## src/sv/rmsi_pkg.sv

```systemverilog
`default_nettype none

package rmsi_pkg;

    localparam int NUM_PINS_DEF  = 5;
    localparam int AGE_WIDTH_DEF = 16;

    localparam int LINK_AGE_W = 17;
    localparam int PIN_IDX_W  = 3;
    localparam int WINDOW_W   = 10;
    localparam int TIMEOUT_W  = 16;
    localparam int CFG_IDX_W  = 3;
    localparam int CFG_DATA_W = 16;
    localparam int PIN_OUT_W  = 5;
    localparam int MOTION_W   = 5;
    localparam int NUM_LINES  = 5;
    localparam int MIN_VALUES = 3;
    localparam int LEFT_VALUES  = 4;
    localparam int RIGHT_VALUES = 5;

    // motion flag bit positions, also the line order for pin drive
    localparam int MOT_STOP  = 0;
    localparam int MOT_UP    = 1;
    localparam int MOT_DOWN  = 2;
    localparam int MOT_LEFT  = 3;
    localparam int MOT_RIGHT = 4;

    localparam logic [MOTION_W-1:0] STOP_ONLY = MOTION_W'(1);
    localparam logic [7:0]          ESTOP_CODE = 8'd1;

    localparam logic [PIN_IDX_W-1:0] ESTOP_PIN_RST = 3'd0;
    localparam logic [PIN_IDX_W-1:0] UP_PIN_RST    = 3'd1;
    localparam logic [PIN_IDX_W-1:0] DOWN_PIN_RST  = 3'd2;
    localparam logic [PIN_IDX_W-1:0] LEFT_PIN_RST  = 3'd3;
    localparam logic [PIN_IDX_W-1:0] RIGHT_PIN_RST = 3'd4;
    localparam logic [WINDOW_W-1:0]  WINDOW_RST    = 10'd100;
    localparam logic [TIMEOUT_W-1:0] TIMEOUT_RST   = 16'd30000;

    localparam logic [1:0] MISS_MAX = 2'd3;

    typedef enum logic [2:0] {
        KIND_TICK       = 3'd0,
        KIND_CONNECT    = 3'd1,
        KIND_DISCONNECT = 3'd2,
        KIND_LOGIN      = 3'd3,
        KIND_MOTION     = 3'd4,
        KIND_BEAT       = 3'd5
    } kind_t;

    typedef enum logic [2:0] {
        REPLY_NONE    = 3'd0,
        REPLY_REQUEST = 3'd1,
        REPLY_OK      = 3'd2,
        REPLY_FAIL    = 3'd3,
        REPLY_TIMEOUT = 3'd4
    } reply_t;

    typedef enum logic [CFG_IDX_W-1:0] {
        CFG_ESTOP_PIN = 3'd0,
        CFG_UP_PIN    = 3'd1,
        CFG_DOWN_PIN  = 3'd2,
        CFG_LEFT_PIN  = 3'd3,
        CFG_RIGHT_PIN = 3'd4,
        CFG_WINDOW    = 3'd5,
        CFG_TIMEOUT   = 3'd6
    } cfg_idx_t;

    typedef struct packed {
        logic [2:0] kind;
        logic       login_ok;
        logic [2:0] value_count;
        logic [7:0] estop_value;
        logic       up_req;
        logic       down_req;
        logic       left_req;
        logic       right_req;
        logic       beat_ok;
    } in_item_t;

    typedef struct packed {
        logic [PIN_OUT_W-1:0] pin_levels;
        logic [MOTION_W-1:0]  motion_status;
        logic                 status_notify;
        logic [1:0]           miss_level;
        logic [2:0]           login_reply;
        logic                 drop_link;
        logic                 logged_in;
    } out_item_t;

    typedef struct packed {
        logic [PIN_IDX_W-1:0] estop_pin;
        logic [PIN_IDX_W-1:0] up_pin;
        logic [PIN_IDX_W-1:0] down_pin;
        logic [PIN_IDX_W-1:0] left_pin;
        logic [PIN_IDX_W-1:0] right_pin;
        logic [WINDOW_W-1:0]  beat_window_ms;
        logic [TIMEOUT_W-1:0] login_timeout_ms;
    } cfg_t;

endpackage

`default_nettype wire

```

## src/sv/remote_motion_safety_interlock_unit.sv

```systemverilog
// An item is held in the input register, and its result then waits in the result register.
// Throughput: one item per cycle while out_stall is low; the single state-update stage
// between the input register and the result register sets that figure.
// Reset (rst_n, asynchronous, active low): link and login down, stop only,
// pins low, miss level 3, registers back to their defaults, no item held.
`default_nettype none

module remote_motion_safety_interlock_unit #(
    parameter int NUM_PINS  = rmsi_pkg::NUM_PINS_DEF,
    parameter int AGE_WIDTH = rmsi_pkg::AGE_WIDTH_DEF
) (
    input  wire logic                            clk,
    input  wire logic                            rst_n,
    input  wire logic                            in_valid,
    output logic                                 in_stall,
    input  wire rmsi_pkg::in_item_t              in_item,
    output logic                                 out_valid,
    input  wire logic                            out_stall,
    output rmsi_pkg::out_item_t                  out_item,
    input  wire logic                            cfg_valid,
    output logic                                 cfg_ready,
    input  wire logic [rmsi_pkg::CFG_IDX_W-1:0]  cfg_index,
    input  wire logic [rmsi_pkg::CFG_DATA_W-1:0] cfg_data
);

    logic                s1_valid_reg, s1_valid_next;
    rmsi_pkg::in_item_t  s1_item_reg, s1_item_next;
    logic                out_valid_reg, out_valid_next;
    rmsi_pkg::out_item_t out_item_reg, out_item_next;

    logic                advance;
    logic                in_take;
    rmsi_pkg::cfg_t      regs;
    rmsi_pkg::out_item_t step_result;

    rmsi_cfg u_cfg (
        .clk       (clk),
        .rst_n     (rst_n),
        .cfg_valid (cfg_valid),
        .cfg_ready (cfg_ready),
        .cfg_index (cfg_index),
        .cfg_data  (cfg_data),
        .regs      (regs)
    );

    rmsi_step #(
        .NUM_PINS  (NUM_PINS),
        .AGE_WIDTH (AGE_WIDTH)
    ) u_step (
        .clk     (clk),
        .rst_n   (rst_n),
        .advance (advance),
        .item    (s1_item_reg),
        .regs    (regs),
        .result  (step_result)
    );

    // the held item moves on whenever the result register is free or draining
    assign advance   = s1_valid_reg && (!out_valid_reg || !out_stall);
    assign in_stall  = s1_valid_reg && !advance;
    assign in_take   = in_valid && !in_stall;
    assign out_valid = out_valid_reg;
    assign out_item  = out_item_reg;

    always_comb
    begin
        s1_valid_next  = in_take || (s1_valid_reg && !advance);
        s1_item_next   = in_take ? in_item : s1_item_reg;
        out_valid_next = advance || (out_valid_reg && out_stall);
        out_item_next  = advance ? step_result : out_item_reg;
    end

    always_ff @(posedge clk or negedge rst_n)
    begin
        if (!rst_n)
        begin
            s1_valid_reg  <= 1'b0;
            out_valid_reg <= 1'b0;
        end
        else
        begin
            s1_valid_reg  <= s1_valid_next;
            out_valid_reg <= out_valid_next;
        end
    end

    always_ff @(posedge clk)
    begin
        s1_item_reg  <= s1_item_next;
        out_item_reg <= out_item_next;
    end

    a_stop_pins_low: assert property (@(posedge clk) disable iff (!rst_n)
        out_valid_reg && out_item_reg.motion_status[rmsi_pkg::MOT_STOP]
        |-> out_item_reg.pin_levels == '0)
        else $error("pins driven while stop is set");

    a_drop_reason: assert property (@(posedge clk) disable iff (!rst_n)
        out_valid_reg && out_item_reg.drop_link
        |-> out_item_reg.login_reply == rmsi_pkg::REPLY_FAIL ||
            out_item_reg.login_reply == rmsi_pkg::REPLY_TIMEOUT)
        else $error("link drop without fail or timeout reply");

    a_notify_login: assert property (@(posedge clk) disable iff (!rst_n)
        out_valid_reg && out_item_reg.status_notify |-> out_item_reg.logged_in)
        else $error("status notify while not logged in");

    a_stall_cause: assert property (@(posedge clk) disable iff (!rst_n)
        in_stall |-> out_valid_reg && out_stall && s1_valid_reg)
        else $error("input stalled with output free");

    a_advance_out: assert property (@(posedge clk) disable iff (!rst_n)
        advance |=> out_valid_reg)
        else $error("advanced item lost from result register");

endmodule

`default_nettype wire

```

## src/sv/rmsi_cfg.sv

```systemverilog
`default_nettype none

module rmsi_cfg (
    input  wire logic                                clk,
    input  wire logic                                rst_n,
    input  wire logic                                cfg_valid,
    output logic                                     cfg_ready,
    input  wire logic [rmsi_pkg::CFG_IDX_W-1:0]      cfg_index,
    input  wire logic [rmsi_pkg::CFG_DATA_W-1:0]     cfg_data,
    output rmsi_pkg::cfg_t                           regs
);

    rmsi_pkg::cfg_t regs_reg;
    rmsi_pkg::cfg_t regs_next;

    assign cfg_ready = 1'b1;
    assign regs      = regs_reg;

    always_comb
    begin
        regs_next = regs_reg;
        if (cfg_valid && cfg_ready)
        begin
            case (rmsi_pkg::cfg_idx_t'(cfg_index))
                rmsi_pkg::CFG_ESTOP_PIN:
                    regs_next.estop_pin = cfg_data[rmsi_pkg::PIN_IDX_W-1:0];
                rmsi_pkg::CFG_UP_PIN:
                    regs_next.up_pin = cfg_data[rmsi_pkg::PIN_IDX_W-1:0];
                rmsi_pkg::CFG_DOWN_PIN:
                    regs_next.down_pin = cfg_data[rmsi_pkg::PIN_IDX_W-1:0];
                rmsi_pkg::CFG_LEFT_PIN:
                    regs_next.left_pin = cfg_data[rmsi_pkg::PIN_IDX_W-1:0];
                rmsi_pkg::CFG_RIGHT_PIN:
                    regs_next.right_pin = cfg_data[rmsi_pkg::PIN_IDX_W-1:0];
                rmsi_pkg::CFG_WINDOW:
                    regs_next.beat_window_ms = cfg_data[rmsi_pkg::WINDOW_W-1:0];
                rmsi_pkg::CFG_TIMEOUT:
                    regs_next.login_timeout_ms = cfg_data[rmsi_pkg::TIMEOUT_W-1:0];
                default:
                    regs_next = regs_reg;
            endcase
        end
    end

    always_ff @(posedge clk or negedge rst_n)
    begin
        if (!rst_n)
        begin
            regs_reg.estop_pin        <= rmsi_pkg::ESTOP_PIN_RST;
            regs_reg.up_pin           <= rmsi_pkg::UP_PIN_RST;
            regs_reg.down_pin         <= rmsi_pkg::DOWN_PIN_RST;
            regs_reg.left_pin         <= rmsi_pkg::LEFT_PIN_RST;
            regs_reg.right_pin        <= rmsi_pkg::RIGHT_PIN_RST;
            regs_reg.beat_window_ms   <= rmsi_pkg::WINDOW_RST;
            regs_reg.login_timeout_ms <= rmsi_pkg::TIMEOUT_RST;
        end
        else
        begin
            regs_reg <= regs_next;
        end
    end

endmodule

`default_nettype wire

```

## src/sv/rmsi_step.sv

```systemverilog
`default_nettype none

module rmsi_step #(
    parameter int NUM_PINS  = rmsi_pkg::NUM_PINS_DEF,
    parameter int AGE_WIDTH = rmsi_pkg::AGE_WIDTH_DEF
) (
    input  wire logic               clk,
    input  wire logic               rst_n,
    input  wire logic               advance,
    input  wire rmsi_pkg::in_item_t item,
    input  wire rmsi_pkg::cfg_t     regs,
    output rmsi_pkg::out_item_t     result
);

    // threshold compare width: 3 * window needs 12 bits
    localparam int CMP_W = (AGE_WIDTH > 12) ? AGE_WIDTH : 12;

    logic                              link_up_reg, link_up_next;
    logic                              login_done_reg, login_done_next;
    logic                              beat_seen_reg, beat_seen_next;
    logic [rmsi_pkg::MOTION_W-1:0]     flags_reg, flags_next;
    logic [AGE_WIDTH-1:0]              beat_age_reg, beat_age_next;
    logic [rmsi_pkg::LINK_AGE_W-1:0]   link_age_reg, link_age_next;
    logic [1:0]                        miss_reg, miss_next;
    logic [NUM_PINS-1:0]               pin_reg, pin_next;

    logic [AGE_WIDTH-1:0]              age_inc;
    logic [rmsi_pkg::LINK_AGE_W-1:0]   link_age_inc;
    logic [CMP_W-1:0]                  lim1, lim2, lim3;
    logic [CMP_W-1:0]                  age_inc_cmp, age_cur_cmp;
    logic                              inc_sat, cur_sat;
    logic                              exc1_inc, exc2_inc, exc3_inc, exc3_cur;

    logic                              pins_clear;
    logic                              do_refresh;
    logic                              healthy;
    logic                              notify;
    logic                              drop;
    rmsi_pkg::reply_t                  reply;
    logic                              up_v, dn_v, lf_v, rt_v;

    logic [rmsi_pkg::PIN_IDX_W-1:0]    line_idx [rmsi_pkg::NUM_LINES];
    logic                              line_lvl [rmsi_pkg::NUM_LINES];

    // saturating ages and heartbeat window compares
    always_comb
    begin
        inc_sat      = (beat_age_reg == {AGE_WIDTH{1'b1}});
        age_inc      = inc_sat ? beat_age_reg : beat_age_reg + AGE_WIDTH'(1);
        link_age_inc = (link_age_reg == {rmsi_pkg::LINK_AGE_W{1'b1}}) ? link_age_reg
                       : link_age_reg + rmsi_pkg::LINK_AGE_W'(1);
        lim1         = CMP_W'(regs.beat_window_ms);
        lim2         = CMP_W'({regs.beat_window_ms, 1'b0});
        lim3         = lim2 + lim1;
        age_inc_cmp  = CMP_W'(age_inc);
        age_cur_cmp  = CMP_W'(beat_age_reg);
        cur_sat      = inc_sat;
        // a saturated age counts as past every threshold
        exc1_inc     = (age_inc == {AGE_WIDTH{1'b1}}) || (age_inc_cmp > lim1);
        exc2_inc     = (age_inc == {AGE_WIDTH{1'b1}}) || (age_inc_cmp > lim2);
        exc3_inc     = (age_inc == {AGE_WIDTH{1'b1}}) || (age_inc_cmp > lim3);
        exc3_cur     = cur_sat || (age_cur_cmp > lim3);
    end

    always_comb
    begin
        link_up_next    = link_up_reg;
        login_done_next = login_done_reg;
        beat_seen_next  = beat_seen_reg;
        flags_next      = flags_reg;
        beat_age_next   = beat_age_reg;
        link_age_next   = link_age_reg;
        miss_next       = miss_reg;
        pins_clear      = 1'b0;
        do_refresh      = 1'b0;
        healthy         = 1'b0;
        notify          = 1'b0;
        drop            = 1'b0;
        reply           = rmsi_pkg::REPLY_NONE;
        up_v            = item.up_req & ~item.down_req;
        dn_v            = item.down_req & ~item.up_req;
        lf_v            = 1'b0;
        rt_v            = 1'b0;

        case (rmsi_pkg::kind_t'(item.kind))
            rmsi_pkg::KIND_TICK:
            begin
                beat_age_next = age_inc;
                link_age_next = link_age_inc;
                if (!link_up_reg)
                begin
                    flags_next = rmsi_pkg::STOP_ONLY;
                    pins_clear = 1'b1;
                end
                else if (!login_done_reg &&
                         link_age_inc > rmsi_pkg::LINK_AGE_W'(regs.login_timeout_ms))
                begin
                    reply = rmsi_pkg::REPLY_TIMEOUT;
                    drop  = 1'b1;
                end
                else
                begin
                    if (!beat_seen_reg || exc3_inc)
                        miss_next = rmsi_pkg::MISS_MAX;
                    else if (exc2_inc)
                        miss_next = 2'd2;
                    else if (exc1_inc)
                        miss_next = 2'd1;
                    else
                        miss_next = 2'd0;
                    healthy    = beat_seen_reg && !exc3_inc;
                    do_refresh = 1'b1;
                end
            end
            rmsi_pkg::KIND_CONNECT:
            begin
                link_up_next    = 1'b1;
                login_done_next = 1'b0;
                link_age_next   = '0;
                flags_next      = rmsi_pkg::STOP_ONLY;
                pins_clear      = 1'b1;
                reply           = rmsi_pkg::REPLY_REQUEST;
            end
            rmsi_pkg::KIND_DISCONNECT:
            begin
                link_up_next    = 1'b0;
                login_done_next = 1'b0;
                flags_next      = rmsi_pkg::STOP_ONLY;
                pins_clear      = 1'b1;
            end
            rmsi_pkg::KIND_LOGIN:
            begin
                if (item.login_ok)
                begin
                    login_done_next = 1'b1;
                    reply           = rmsi_pkg::REPLY_OK;
                end
                else
                begin
                    login_done_next = 1'b0;
                    reply           = rmsi_pkg::REPLY_FAIL;
                    drop            = 1'b1;
                end
            end
            rmsi_pkg::KIND_MOTION:
            begin
                if (login_done_reg && 32'(item.value_count) >= rmsi_pkg::MIN_VALUES)
                begin
                    if (32'(item.value_count) >= rmsi_pkg::LEFT_VALUES)
                        lf_v = item.left_req;
                    if (32'(item.value_count) >= rmsi_pkg::RIGHT_VALUES)
                        rt_v = item.right_req;
                    if (item.estop_value == rmsi_pkg::ESTOP_CODE)
                        flags_next = rmsi_pkg::STOP_ONLY;
                    else
                    begin
                        // opposing directions cancel each other
                        flags_next = '0;
                        flags_next[rmsi_pkg::MOT_UP]    = up_v;
                        flags_next[rmsi_pkg::MOT_DOWN]  = dn_v;
                        flags_next[rmsi_pkg::MOT_LEFT]  = lf_v & ~rt_v;
                        flags_next[rmsi_pkg::MOT_RIGHT] = rt_v & ~lf_v;
                    end
                    healthy    = beat_seen_reg && !exc3_cur;
                    do_refresh = 1'b1;
                    notify     = link_up_reg;
                end
            end
            rmsi_pkg::KIND_BEAT:
            begin
                if (login_done_reg && item.beat_ok)
                begin
                    beat_seen_next = 1'b1;
                    beat_age_next  = '0;
                    miss_next      = 2'd0;
                    healthy        = 1'b1;
                    do_refresh     = 1'b1;
                end
            end
            default:
            begin
                reply = rmsi_pkg::REPLY_NONE;
            end
        endcase
    end

    always_comb
    begin
        line_idx[rmsi_pkg::MOT_STOP]  = regs.estop_pin;
        line_idx[rmsi_pkg::MOT_UP]    = regs.up_pin;
        line_idx[rmsi_pkg::MOT_DOWN]  = regs.down_pin;
        line_idx[rmsi_pkg::MOT_LEFT]  = regs.left_pin;
        line_idx[rmsi_pkg::MOT_RIGHT] = regs.right_pin;
        line_lvl[rmsi_pkg::MOT_STOP]  = 1'b1;
        line_lvl[rmsi_pkg::MOT_UP]    = flags_next[rmsi_pkg::MOT_UP];
        line_lvl[rmsi_pkg::MOT_DOWN]  = flags_next[rmsi_pkg::MOT_DOWN];
        line_lvl[rmsi_pkg::MOT_LEFT]  = flags_next[rmsi_pkg::MOT_LEFT];
        line_lvl[rmsi_pkg::MOT_RIGHT] = flags_next[rmsi_pkg::MOT_RIGHT];
    end

    // pin refresh: later lines override earlier ones on a shared pin;
    // unassigned indexes match no pin and the pin keeps its level
    always_comb
    begin
        pin_next = pin_reg;
        if (pins_clear)
            pin_next = '0;
        else if (do_refresh)
        begin
            if (!link_up_next || !login_done_next || !healthy ||
                flags_next[rmsi_pkg::MOT_STOP])
                pin_next = '0;
            else
            begin
                for (int p = 0; p < NUM_PINS; p++)
                begin
                    for (int l = 0; l < rmsi_pkg::NUM_LINES; l++)
                    begin
                        if (int'(line_idx[l]) == p)
                            pin_next[p] = line_lvl[l];
                    end
                end
            end
        end
    end

    always_comb
    begin
        result.pin_levels    = rmsi_pkg::PIN_OUT_W'(pin_next);
        result.motion_status = flags_next;
        result.status_notify = notify;
        result.miss_level    = miss_next;
        result.login_reply   = reply;
        result.drop_link     = drop;
        result.logged_in     = login_done_next;
    end

    always_ff @(posedge clk or negedge rst_n)
    begin
        if (!rst_n)
        begin
            link_up_reg    <= 1'b0;
            login_done_reg <= 1'b0;
            beat_seen_reg  <= 1'b0;
            flags_reg      <= rmsi_pkg::STOP_ONLY;
            beat_age_reg   <= '0;
            link_age_reg   <= '0;
            miss_reg       <= rmsi_pkg::MISS_MAX;
            pin_reg        <= '0;
        end
        else if (advance)
        begin
            link_up_reg    <= link_up_next;
            login_done_reg <= login_done_next;
            beat_seen_reg  <= beat_seen_next;
            flags_reg      <= flags_next;
            beat_age_reg   <= beat_age_next;
            link_age_reg   <= link_age_next;
            miss_reg       <= miss_next;
            pin_reg        <= pin_next;
        end
    end

endmodule

`default_nettype wire

```

## config.mk

```make
export PLATFORM = sky130hd
export DESIGN_NAME = remote_motion_safety_interlock_unit
export DESIGN_NICKNAME = d
export VERILOG_FILES = /design/src/sv/rmsi_pkg.sv /design/src/sv/remote_motion_safety_interlock_unit.sv /design/src/sv/rmsi_cfg.sv /design/src/sv/rmsi_step.sv
export SDC_FILE = /design/constraint.sdc
export NUM_CORES = 1
export LEC_CHECK = 0
export ABC_CLOCK_PERIOD_IN_PS = 10150
export CORE_MARGIN = 2
export CORE_UTILIZATION = 64
export CTS_CLUSTER_DIAMETER = 80
export CTS_CLUSTER_SIZE = 40
export DETAILED_ROUTE_END_ITERATION = 8
export DONT_BUFFER_PORTS = 1
export HOLD_SLACK_MARGIN = 0.03
export PLACE_DENSITY = 0.9
export SLEW_MARGIN = 20
export SYNTH_ARGS = -nofsm -noshare
export SYNTH_HDL_FRONTEND = slang
export SYNTH_SLANG_ARGS = --single-unit
```

## constraint.sdc

```tcl
create_clock -name clk -period 10.15 [get_ports clk]
set_input_delay 0.5075 -clock clk [delete_from_list [all_inputs] [get_ports clk]]
set_output_delay 0.5075 -clock clk [all_outputs]
set_load 0.1 [all_outputs]
```

# After elaboration in Yosys (flattened, before gate mapping)
# Index checks and enable logic that the tools add are counted.
# word_totals
register_bits,129
inputBits,44
output_inout_bits,21
wordCells,212
# op_classes
add_sub_neg,3
magnitude_cmp,8
n_eq_ne,36
muxes,72
bitwise_logic,8
n_reduce_logical,52
# ops
operator,count
3-bit equality test (second input constant),20
1-bit two-way mux,45
17-bit one-hot mux with 2 select lines,1
16-bit equality test (second input constant),2
16-bit greater-than comparator,2
16-bit two-way mux,2
16-bit one-hot mux with 2 select lines,1
5-bit two-way mux,6
3-bit by 2-bit equality test with 1-bit output (second input constant),9
3-bit logical NOT,7
2-bit AND reduction,9
17-bit by 1-bit adder with 17-bit output (second input constant),1
17-bit equality test (second input constant),1
17-bit by 16-bit greater-than comparator with 1-bit output,1
17-bit two-way mux,1
16-bit by 1-bit adder with 16-bit output (second input constant),1
16-bit by 10-bit greater-than comparator with 1-bit output,1
16-bit by 11-bit greater-than comparator with 1-bit output,1
5-bit one-hot mux with 3 select lines,1
11-bit by 10-bit adder with 12-bit output,1
1-bit logical NOT,11
1-bit logical OR,11
2-bit two-way mux,5
1-bit logical AND,9
other kinds (15),30

# Logic depth before layout (Yosys ltp)
# Gate-level depths: netlist (run 1).
# depth
ltp_word,16
depth_mapped,20
depth_no_buf,18

# By module
# Synthesis (run 1) repeated with hierarchy kept, for this count alone.
# unflattened
cells_unflattened,816
area_unflattened_um2,8401.8
# by_module_without_submodules
mod,instances,cells_each,area_each_um2,seq_area_each_um2
rmsi_step,1,677,5494.0,1204.9
rmsi_cfg,1,93,1674.1,1044.8
remote_motion_safety_interlock_unit,1,46,1233.7,1191.1

# Worst setup path before layout (run 1)
# OpenSTA, ideal clock, no wires.
# synth_timing
path_type,flip-flop to flip-flop
from,register u_step.link_age_reg[8] (netlist name)
to,"register out_item_reg, in the netlist out_item[13] (data pin)"
setup_time_ps,256
t_arrival_ps,3886
t_required_ps,9894
setup_slack_ps,6007
stages_incl_launch_ff,20
n_path_buf,2
synth_period_minus_slack_ps,4143
path_cell_list,dfrtp_1 and3_1 and4_1 nand3_2 and4_1 clkbuf_1 and4_1 buf_2 and2_1 nand3_1 xnor2_1 ha_1 or3_1 a221oi_1 o2111a_1 a211oi_2 nor2b_2 a211oi_2 and2_1 a22o_1
# synth_lines
element,line,rtl
start: declaration,rmsi_step.sv:23,"logic [rmsi_pkg::LINK_AGE_W-1:0] link_age_reg, link_age_next;"
start signal: assignment,rmsi_step.sv:258,link_age_reg <= link_age_next;
end signal: assignment,remote_motion_safety_interlock_unit.sv:90,out_item_reg <= out_item_next;
end: declaration,remote_motion_safety_interlock_unit.sv:29,"rmsi_pkg::out_item_t out_item_reg, out_item_next;"

==> results of run 1 <==
-- timing repair --
| action | 4_1_cts | 5_1_grt |
|---|---|---|
| endpoints found under the hold margin | 91 | 0 |
| setup buffers | 0 | 0 |
| hold buffers | 2 | 0 |
-- cell usage after synthesis, drive strengths merged (12+ instances only) --
cell type / instances / share of area [%]
nand3: 25 / 1.6
xor2: 16 / 1.7
ha: 67 / 10
edfxtp: 38 / 14
mux2: 41 / 5.6
nor3: 20 / 1.5
nor2: 51 / 2.4
a31oi: 16 / 1.6
inv: 49 / 2.2
nand4: 14 / 1.1
a21o: 18 / 1.6
clkbuf: 12 / 0.55
and3: 16 / 1.2
nor3b: 13 / 1.2
nand2: 60 / 2.7
o21ai: 52 / 3.2
a21oi: 31 / 1.9
xnor2: 19 / 2.1
dfrtp: 73 / 22
a22o: 17 / 1.8
dfstp: 18 / 5.8
-- layout make-up --
| class | count | area (sq um) |
|---|---|---|
| inverters | 49 | 184 |
| fillers | 864 | 3560 |
| multi-input cells | 607 | 4520 |
| clock inverters | 14 | 179 |
| well taps | 172 | 215 |
| clock buffers | 18 | 429 |
| flip-flops and latches | 129 | 3440 |
| repair buffers | 3 | 45.0 |
-- logic make-up after synthesis --
logic type               Yosys count  share of synthesized area, %
AND/OR/NAND/NOR                  255                          16.9
AO/OA/AOI/OAI                    201                          17.3
flip-flops                       129                          41.9
adder cells (fa/ha/maj)           71                          10.8
buffers and inverters             67                          3.18
multiplexers                      44                          6.03
XOR/XNOR                          35                          3.82
other                              1                        0.0456
-- power groups by stage --
stage / logic [uW] / registers [uW] / clock network, uW
after global placement: 508 / 734 / 0
after detailed placement: 539 / 741 / 0
final: 570 / 738 / 628
after global routing: 631 / 746 / 655
after CTS: 560 / 735 / 631
after floorplan: 424 / 718 / 0
-- layer usage --
| metal | share of wire, % | wire (microns) | vias to the layer above | global-route usage (%) |
|---|---|---|---|---|
| li1 | - | - | 3007 | - |
| met1 | 40 | 8160 | 3248 | 37.0 |
| met2 | 49 | 9910 | 331 | 50.8 |
| met3 | 6.9 | 1390 | 77 | 7.30 |
| met4 | 3.6 | 720 | 0 | 14.1 |
| met5 | 0 | 0 | - | 0 |
-- worst paths after layout --
check                                             from                   to  slack [ns]  cells past startpoint
worst max-delay path            u_step.link_age_reg[8]         out_item[14]        5.53                     17
worst min-delay path                       in_item[13]      s1_item_reg[13]        0.17                      0
worst max register to register  u_step.link_age_reg[8]         out_item[14]        5.53                     17
worst min register to register     u_step.flags_reg[4]  u_step.flags_reg[4]        0.49                      2
max in group asynchronous                        rst_n        u_cfg.regs[5]        9.08                      2
min in group asynchronous                        rst_n         s1_valid_reg        0.68                      2
-- stage by stage --
stage               utilization (%)  instances  cell area [sq um]
floorplan                         -        803               8220
detailed placement             66.6        958               8370
global placement               66.5        958               8360
CTS                            71.7        992               9010
global route                   71.7        992               9010
finish                         71.7        992               9010
-- placed cells by master (no fill, tap or decap), drive strengths merged, types with 4 or more instances in the layout --
cell,instances
and3,16
a211oi,10
a21o,18
a31oi,16
edfxtp,38
a22o,17
a32o,6
o31ai,10
a211o,8
or3,4
inv,53
clkbuf,18
nor3b,13
ha,67
o21a,9
nand4,14
a21oi,31
o211ai,4
dfrtp,73
nor4,4
o21ai,52
and4,8
nand3,25
nand2,60
nor3,20
nand2b,8
mux2,41
xor2,16
and2,10
nor2,51
dfstp,18
xnor2,19
clkinv,5
nor2b,6
==> out/results.tsv, run 1 <==
stage	metric	value	unit
power	power_frac_comb	29.4	%
cts	cts.repair.resized	0	
yosys	yosys_warnings	0	
floorplan	io_pins	65	
cts	clk_latency	0.43	ns
cts	clkSlewWorstSetupHoldPaths	0.06	ns
power	leakagePower	0.00398	uW
sta	final_max_slew_viol_count	0	
run	maxCapViolations	0	
final_layout	n_antenna_cell	0	
setup_path	arrival	4.80	ns
yosys	ys_seq_area_share	41.9	%
sta	layout_setup_ws	5.53	ns
setup_path	worstSetupStartpointType	flip-flop	
setup_path	path_class	flip-flop to flip-flop	
yosys	synthesis.area	0.00822	sq mm
setup_path	end_kind	flip-flop	
global_routing	grt_pass1_vias	6709	
floorplan	fp.coreArea	0.0126	sq mm
cts	cts_tree	built	
floorplan	start_util	65.4	%
sta	skew	0.00975	ns
final_layout	drive_above_1_share	14.5	%
sta	tns	0	ns
cts	numCtsBuffers	17	
placement	pre_cts_ws	5.66	ns
sta	relSlewSlack	24.6	%
detailed_routing	drt_iter0_drc	548	
cts	htree_levels	4	
global_routing	grt.total_usage	30.3	%
final_layout	largest_reg_flops	41	
global_routing	antenna_found_initial	0	
setup_path	crit_buf_inv	0	
sta	finalHoldViolations	0	
detailed_routing	vias	6663	
floorplan	fp.dieH	117	microns
global_routing	grt_pass1_wl	33300	microns
setup_path	worst_path_most_repeated_cell	and4_1	
setup_path	crit_chain	and3_1 -> and4_1 -> nand3_2 -> and4_1 -> and4_1 -> and2_1 -> nand3_1 -> xnor2_1 -> ha_1 -> or3_1 -> a221oi_1 -> o2111a_1 -> a211oi_2 -> nor2b_2 -> a211oi_2 -> and2_1 -> a22o_1	
power	p_switching	688	uW
floorplan	dieArea	0.0138	sq mm
yosys	synthDistinctLibCells	80	
global_routing	grt_overflow	0	
yosys	syn_area_per_cell	10.2	sq um
power	peakVddDrop	0.203	mV
detailed_routing	ant_nets	0	
yosys	synth_ff_type	dfrtp_1	
floorplan	die_w	117	microns
placement	dp_hpwl	14100	microns
sta	rsz0062_at_grt	false	
yosys	ys_ff_latch	129	
setup_path	cpPeakStageDelay	0.44	ns
detailed_routing	vias_per_cell	6.72	
detailed_routing	drtPass1Iterations	5	
power	p_total	1940	uW
detailed_routing	drc	0	
sta	worst_pin_slew	1.12	ns
sta	holdWs	0.173	ns
sta	setup_viol	0	
power	seqPwrFrac	38.1	%
power	p_sw_share	35.5	%
detailed_routing	wl	20200	microns
yosys	async_reset_ff_share	70.5	%
cts	clkSinkCount	129	
global_routing	grt_max_degree	92	
detailed_routing	wire_per_inst	20.4	microns
power	internal_power	1250	uW
sta	max_freq	0.216	GHz
min_path	hold_path_class	input port to flip-flop	
yosys	synth_nets	915	
cts	cts_root_buf	clkbuf_16	
setup_path	cpLargestDelayFamily	simple AND/OR/NAND/NOR gates	
setup_path	crit_path_max_fanout	9	
sta	post-route-period-util	45.5	%
cts	cts.path.max_buffers	2	
final_layout	areaGrowthSynthToFinish	9.67	%
setup_path	crit_path_top_delay_cell	dfrtp_1	
status	status	finished clean	
final_layout	nets	919	
placement	gp_congestion	0.966	
yosys	synthCells	803	
yosys	synth_edf_count	38	
sta	period_minus_slack	4.62	ns
setup_path	required	10.33	ns
floorplan	rows	41	
placement	port_buffers	0	
power	p_clk_share	32.4	%
power	power_density	215	mW/mm^2
(Power assumes the default switching activity.)
==> inputs of run 2 (changes only) <==
--- a/config.mk
+++ b/config.mk
@@ -5,15 +5,15 @@
 export SDC_FILE = /design/constraint.sdc
 export NUM_CORES = 1
 export LEC_CHECK = 0
-export ABC_CLOCK_PERIOD_IN_PS = 10150
+export ABC_CLOCK_PERIOD_IN_PS = 3700
 export CORE_MARGIN = 2
-export CORE_UTILIZATION = 64
+export CORE_UTILIZATION = 58
 export CTS_CLUSTER_DIAMETER = 80
 export CTS_CLUSTER_SIZE = 40
 export DETAILED_ROUTE_END_ITERATION = 8
 export DONT_BUFFER_PORTS = 1
 export HOLD_SLACK_MARGIN = 0.03
-export PLACE_DENSITY = 0.9
+export PLACE_DENSITY = 0.86
 export SLEW_MARGIN = 20
 export SYNTH_ARGS = -nofsm -noshare
 export SYNTH_HDL_FRONTEND = slang
==> constraint.sdc (replaced) <==
create_clock -name clk -period 3.7 [get_ports clk]
set_input_delay 0.185 -clock clk [delete_from_list [all_inputs] [get_ports clk]]
set_output_delay 0.185 -clock clk [all_outputs]
set_load 0.1 [all_outputs]
==> out/results.tsv, run 2 (same netlist as run 1, synthesis figures left out) <==
stage	metric	value	unit	change
cts	clkSlewWorstSetupHoldPaths	0.07	ns	was 0.06 ns
setup_path	worstSetupStartpoint	u_cfg.regs[18]		was u_step.link_age_reg[8]
cts	numCtsBuffers	17		unchanged
final_layout	final_area	0.0108	sq mm	was 0.00901 sq mm
power	peakVddDrop	0.454	mV	was 0.203 mV
sta	max_freq	0.242	GHz	was 0.216 GHz
final_layout	nets	1070		was 919
placement	placed_area	0.00897	sq mm	was 0.00837 sq mm
detailed_routing	drtPass1Iterations	9		was 5
detailed_routing	drt_iter0_drc	1315		was 548
floorplan	start_util	59.2	%	was 65.4%
sta	layout_setup_ws	-0.440	ns	was 5.53 ns
final_layout	largest_reg_flops	41		unchanged
cts	clkSinkCount	129		unchanged
power	internal_power	3950	uW	was 1250 uW
detailed_routing	met1Wirelength	9610	microns	was 8160 microns
detailed_routing	wire_per_inst	26.5	microns	was 20.4 microns
final_layout	regArea	0.00344	sq mm	about the same
global_routing	grt_pass1_vias	7862		was 6709
global_routing	antenna_found_initial	0		unchanged
final_layout	layout_common_cells	94 x buf_4, 71 x dfrtp_1, 59 x ha_1		was 73 x dfrtp_1, 67 x ha_1, 60 x nand2_1
cts	htree_levels	4		unchanged
sta	worst_pin_slew	1.22	ns	was 1.12 ns
setup_path	crit_path_max_fanout	5		was 9
detailed_routing	drc	7		was 0
run	maxCapViolations	0		unchanged
status	violations	DRC, setup timing		
power	p_clk_share	30.7	%	was 32.4%
power	power_frac_comb	36.7	%	was 29.4%
floorplan	rows	43		was 41
sta	post-route-period-util	112	%	was 45.5%
sta	relSlewSlack	18.3	%	was 24.6%
detailed_routing	wl_met2	14300	microns	was 9910 microns
final_layout	fill_cells	679		was 864
setup_path	worstReg2RegStart	u_cfg.regs[18]		was u_step.link_age_reg[8]
floorplan	fp.dieH	123	microns	was 117 microns
global_routing	grt_overflow	0		unchanged
global_routing	grt.total_usage	36.5	%	was 30.3%
power	p_total	6290	uW	was 1940 uW
detailed_routing	wl	30500	microns	was 20200 microns
power	p_switching	2340	uW	was 688 uW
sta	setup_viol	14		was 0
sta	rsz0062_at_grt	true		was false
sta	skew	0.0210	ns	was 0.00975 ns
setup_path	endpoint	out_item[16]		was out_item[14]
global_routing	grt_pass1_wl	41900	microns	was 33300 microns
status	status	finished, violations left		was finished clean
setup_path	worstSetupStartpointType	flip-flop		unchanged
cts	clk_latency	0.45	ns	was 0.43 ns
placement	gp_congestion	0.910		was 0.966
setup_path	path_class	flip-flop to flip-flop		unchanged
final_layout	drive_above_1_share	29.2	%	was 14.5%
setup_path	end_kind	flip-flop		unchanged
sta	period_minus_slack	4.14	ns	was 4.62 ns
floorplan	die_w	123	microns	was 117 microns
sta	final_max_slew_viol_count	0		unchanged
cts	cts.path.max_buffers	2		unchanged
final_layout	multi_input_area	0.00493	sq mm	was 0.00452 sq mm
placement	port_buffers	0		unchanged
detailed_routing	vias	8289		was 6663
detailed_routing	ant_nets	0		unchanged
power	p_sw_share	37.2	%	was 35.5%
cts	cts_tree	built		unchanged
final_layout	final_util	77.6	%	was 71.7%
detailed_routing	wl_met3	3640	microns	was 1390 microns
setup_path	timing.rr.end	out_item[16]		was out_item[14]
setup_path	reg2reg_slack	-0.44	ns	was 5.53 ns
detailed_routing	top_layer	met4		unchanged
setup_path	arrival	4.33	ns	was 4.80 ns
placement	pre_cts_ws	-0.206	ns	was 5.66 ns
cts	cts_root_buf	clkbuf_16		unchanged
final_layout	n_antenna_cell	0		unchanged
power	leakagePower	0.00476	uW	was 0.00398 uW
setup_path	required	3.89	ns	was 10.33 ns
sta	finalHoldViolations	0		unchanged
setup_path	reg2reg_depth	18		was 17
detailed_routing	vias_per_cell	7.20		was 6.72
floorplan	fp.coreArea	0.0139	sq mm	was 0.0126 sq mm
floorplan	dieArea	0.0151	sq mm	was 0.0138 sq mm
power	power_density	584	mW/mm^2	was 215 mW/mm^2
final_layout	final_common_cell	buf_4		was dfrtp_1
power	seqPwrFrac	32.5	%	was 38.1%
placement	dp_hpwl	14500	microns	was 14100 microns
final_layout	areaGrowthSynthToFinish	31.1	%	was 9.67%
global_routing	grt_max_degree	92		unchanged
min_path	hold_path_class	input port to flip-flop		unchanged
floorplan	io_pins	65		unchanged
[run 2: changes by cell type in the layout (fill, tap and decap cells not counted), moves of 4 or more]
cell / before / now
buf_4: 1 / 94
dlygate4sd3_1: 1 / 40
buf_6: 0 / 18
ha_1: 67 / 59
ha_4: 0 / 6
a21oi_1: 31 / 27
a21oi_2: 0 / 4
nand3_4: 0 / 4
[run 2: critical path, cell delays in order (launching register included)]
cell and delay [ns]:
dfstp_2 0.59, buf_6 0.13, ha_4 0.16, buf_4 0.14, o21ai_4 0.06, o21bai_1 0.23, a21oi_2 0.09, o21bai_1 0.18
a21oi_1 0.11, xor2_1 0.17, ha_1 0.32, nand2_2 0.09, nor2_1 0.18, a211oi_2 0.06, maj3_2 0.32, maj3_2 0.35
o21ai_4 0.28, o211ai_4 0.17, a22o_1 0.27
[run 2: power by group through the flow]
stage / Sequential (uW) / Combinational, uW / Clock, uW
after detailed placement: 2010 / 1650 / 0
after floorplan: 1970 / 1170 / 0
after global placement: 2000 / 1590 / 0
after CTS: 2000 / 1870 / 1880
after global routing: 2050 / 2430 / 1980
final: 2050 / 2310 / 1930
[run 2: worst min-delay path by stage]
stage,from,to,cells past startpoint
floorplan,rst_n,out_valid,0
CTS,cfg_index[0],u_cfg.regs[40],3
global placement,rst_n,out_valid,0
detailed placement,rst_n,out_valid,0
global route,cfg_index[0],u_cfg.regs[26],2
finish,cfg_index[0],u_cfg.regs[40],2
[run 2: through the flow]
| step | hold slack [ns] | std cells | TNS, ns |
|---|---|---|---|
| floorplan | -0.111 | 803 | -1.04 |
| global placement | -0.107 | 1038 | -0.286 |
| detailed placement | -0.108 | 1038 | -1.39 |
| CTS | 0.0304 | 1139 | -0.144 |
| global route | 0.0571 | 1151 | -5.80 |
| finish | 0.0520 | 1151 | -4.84 |
[run 2: layout make-up]
class	count	area share, %
multi-input combinational	608	45.8
sequential	129	32.0
timing repair buffer	153	12.4
clock buffer	18	3.98
clock inverter	14	2.09
tap	180	2.09
inverter	49	1.71
[run 2: timing repair]
item | in CTS | in global routing
cloned | 1 | 0
gates resized for setup | 34 | 48
setup buffers | 27 | 20
hold buffers | 41 | 0
endpoints found under the setup margin | 12 | 15
pin swaps | 36 | 31
hold endpoints to repair | 154 | 0
[run 2: layer usage]
metal / global-route usage, % / up-vias
li1: - / 3312
met2: 60.9 / 842
met3: 12.5 / 311
met5: 1.04 / -
met4: 23.7 / 0
met1: 39.5 / 3824
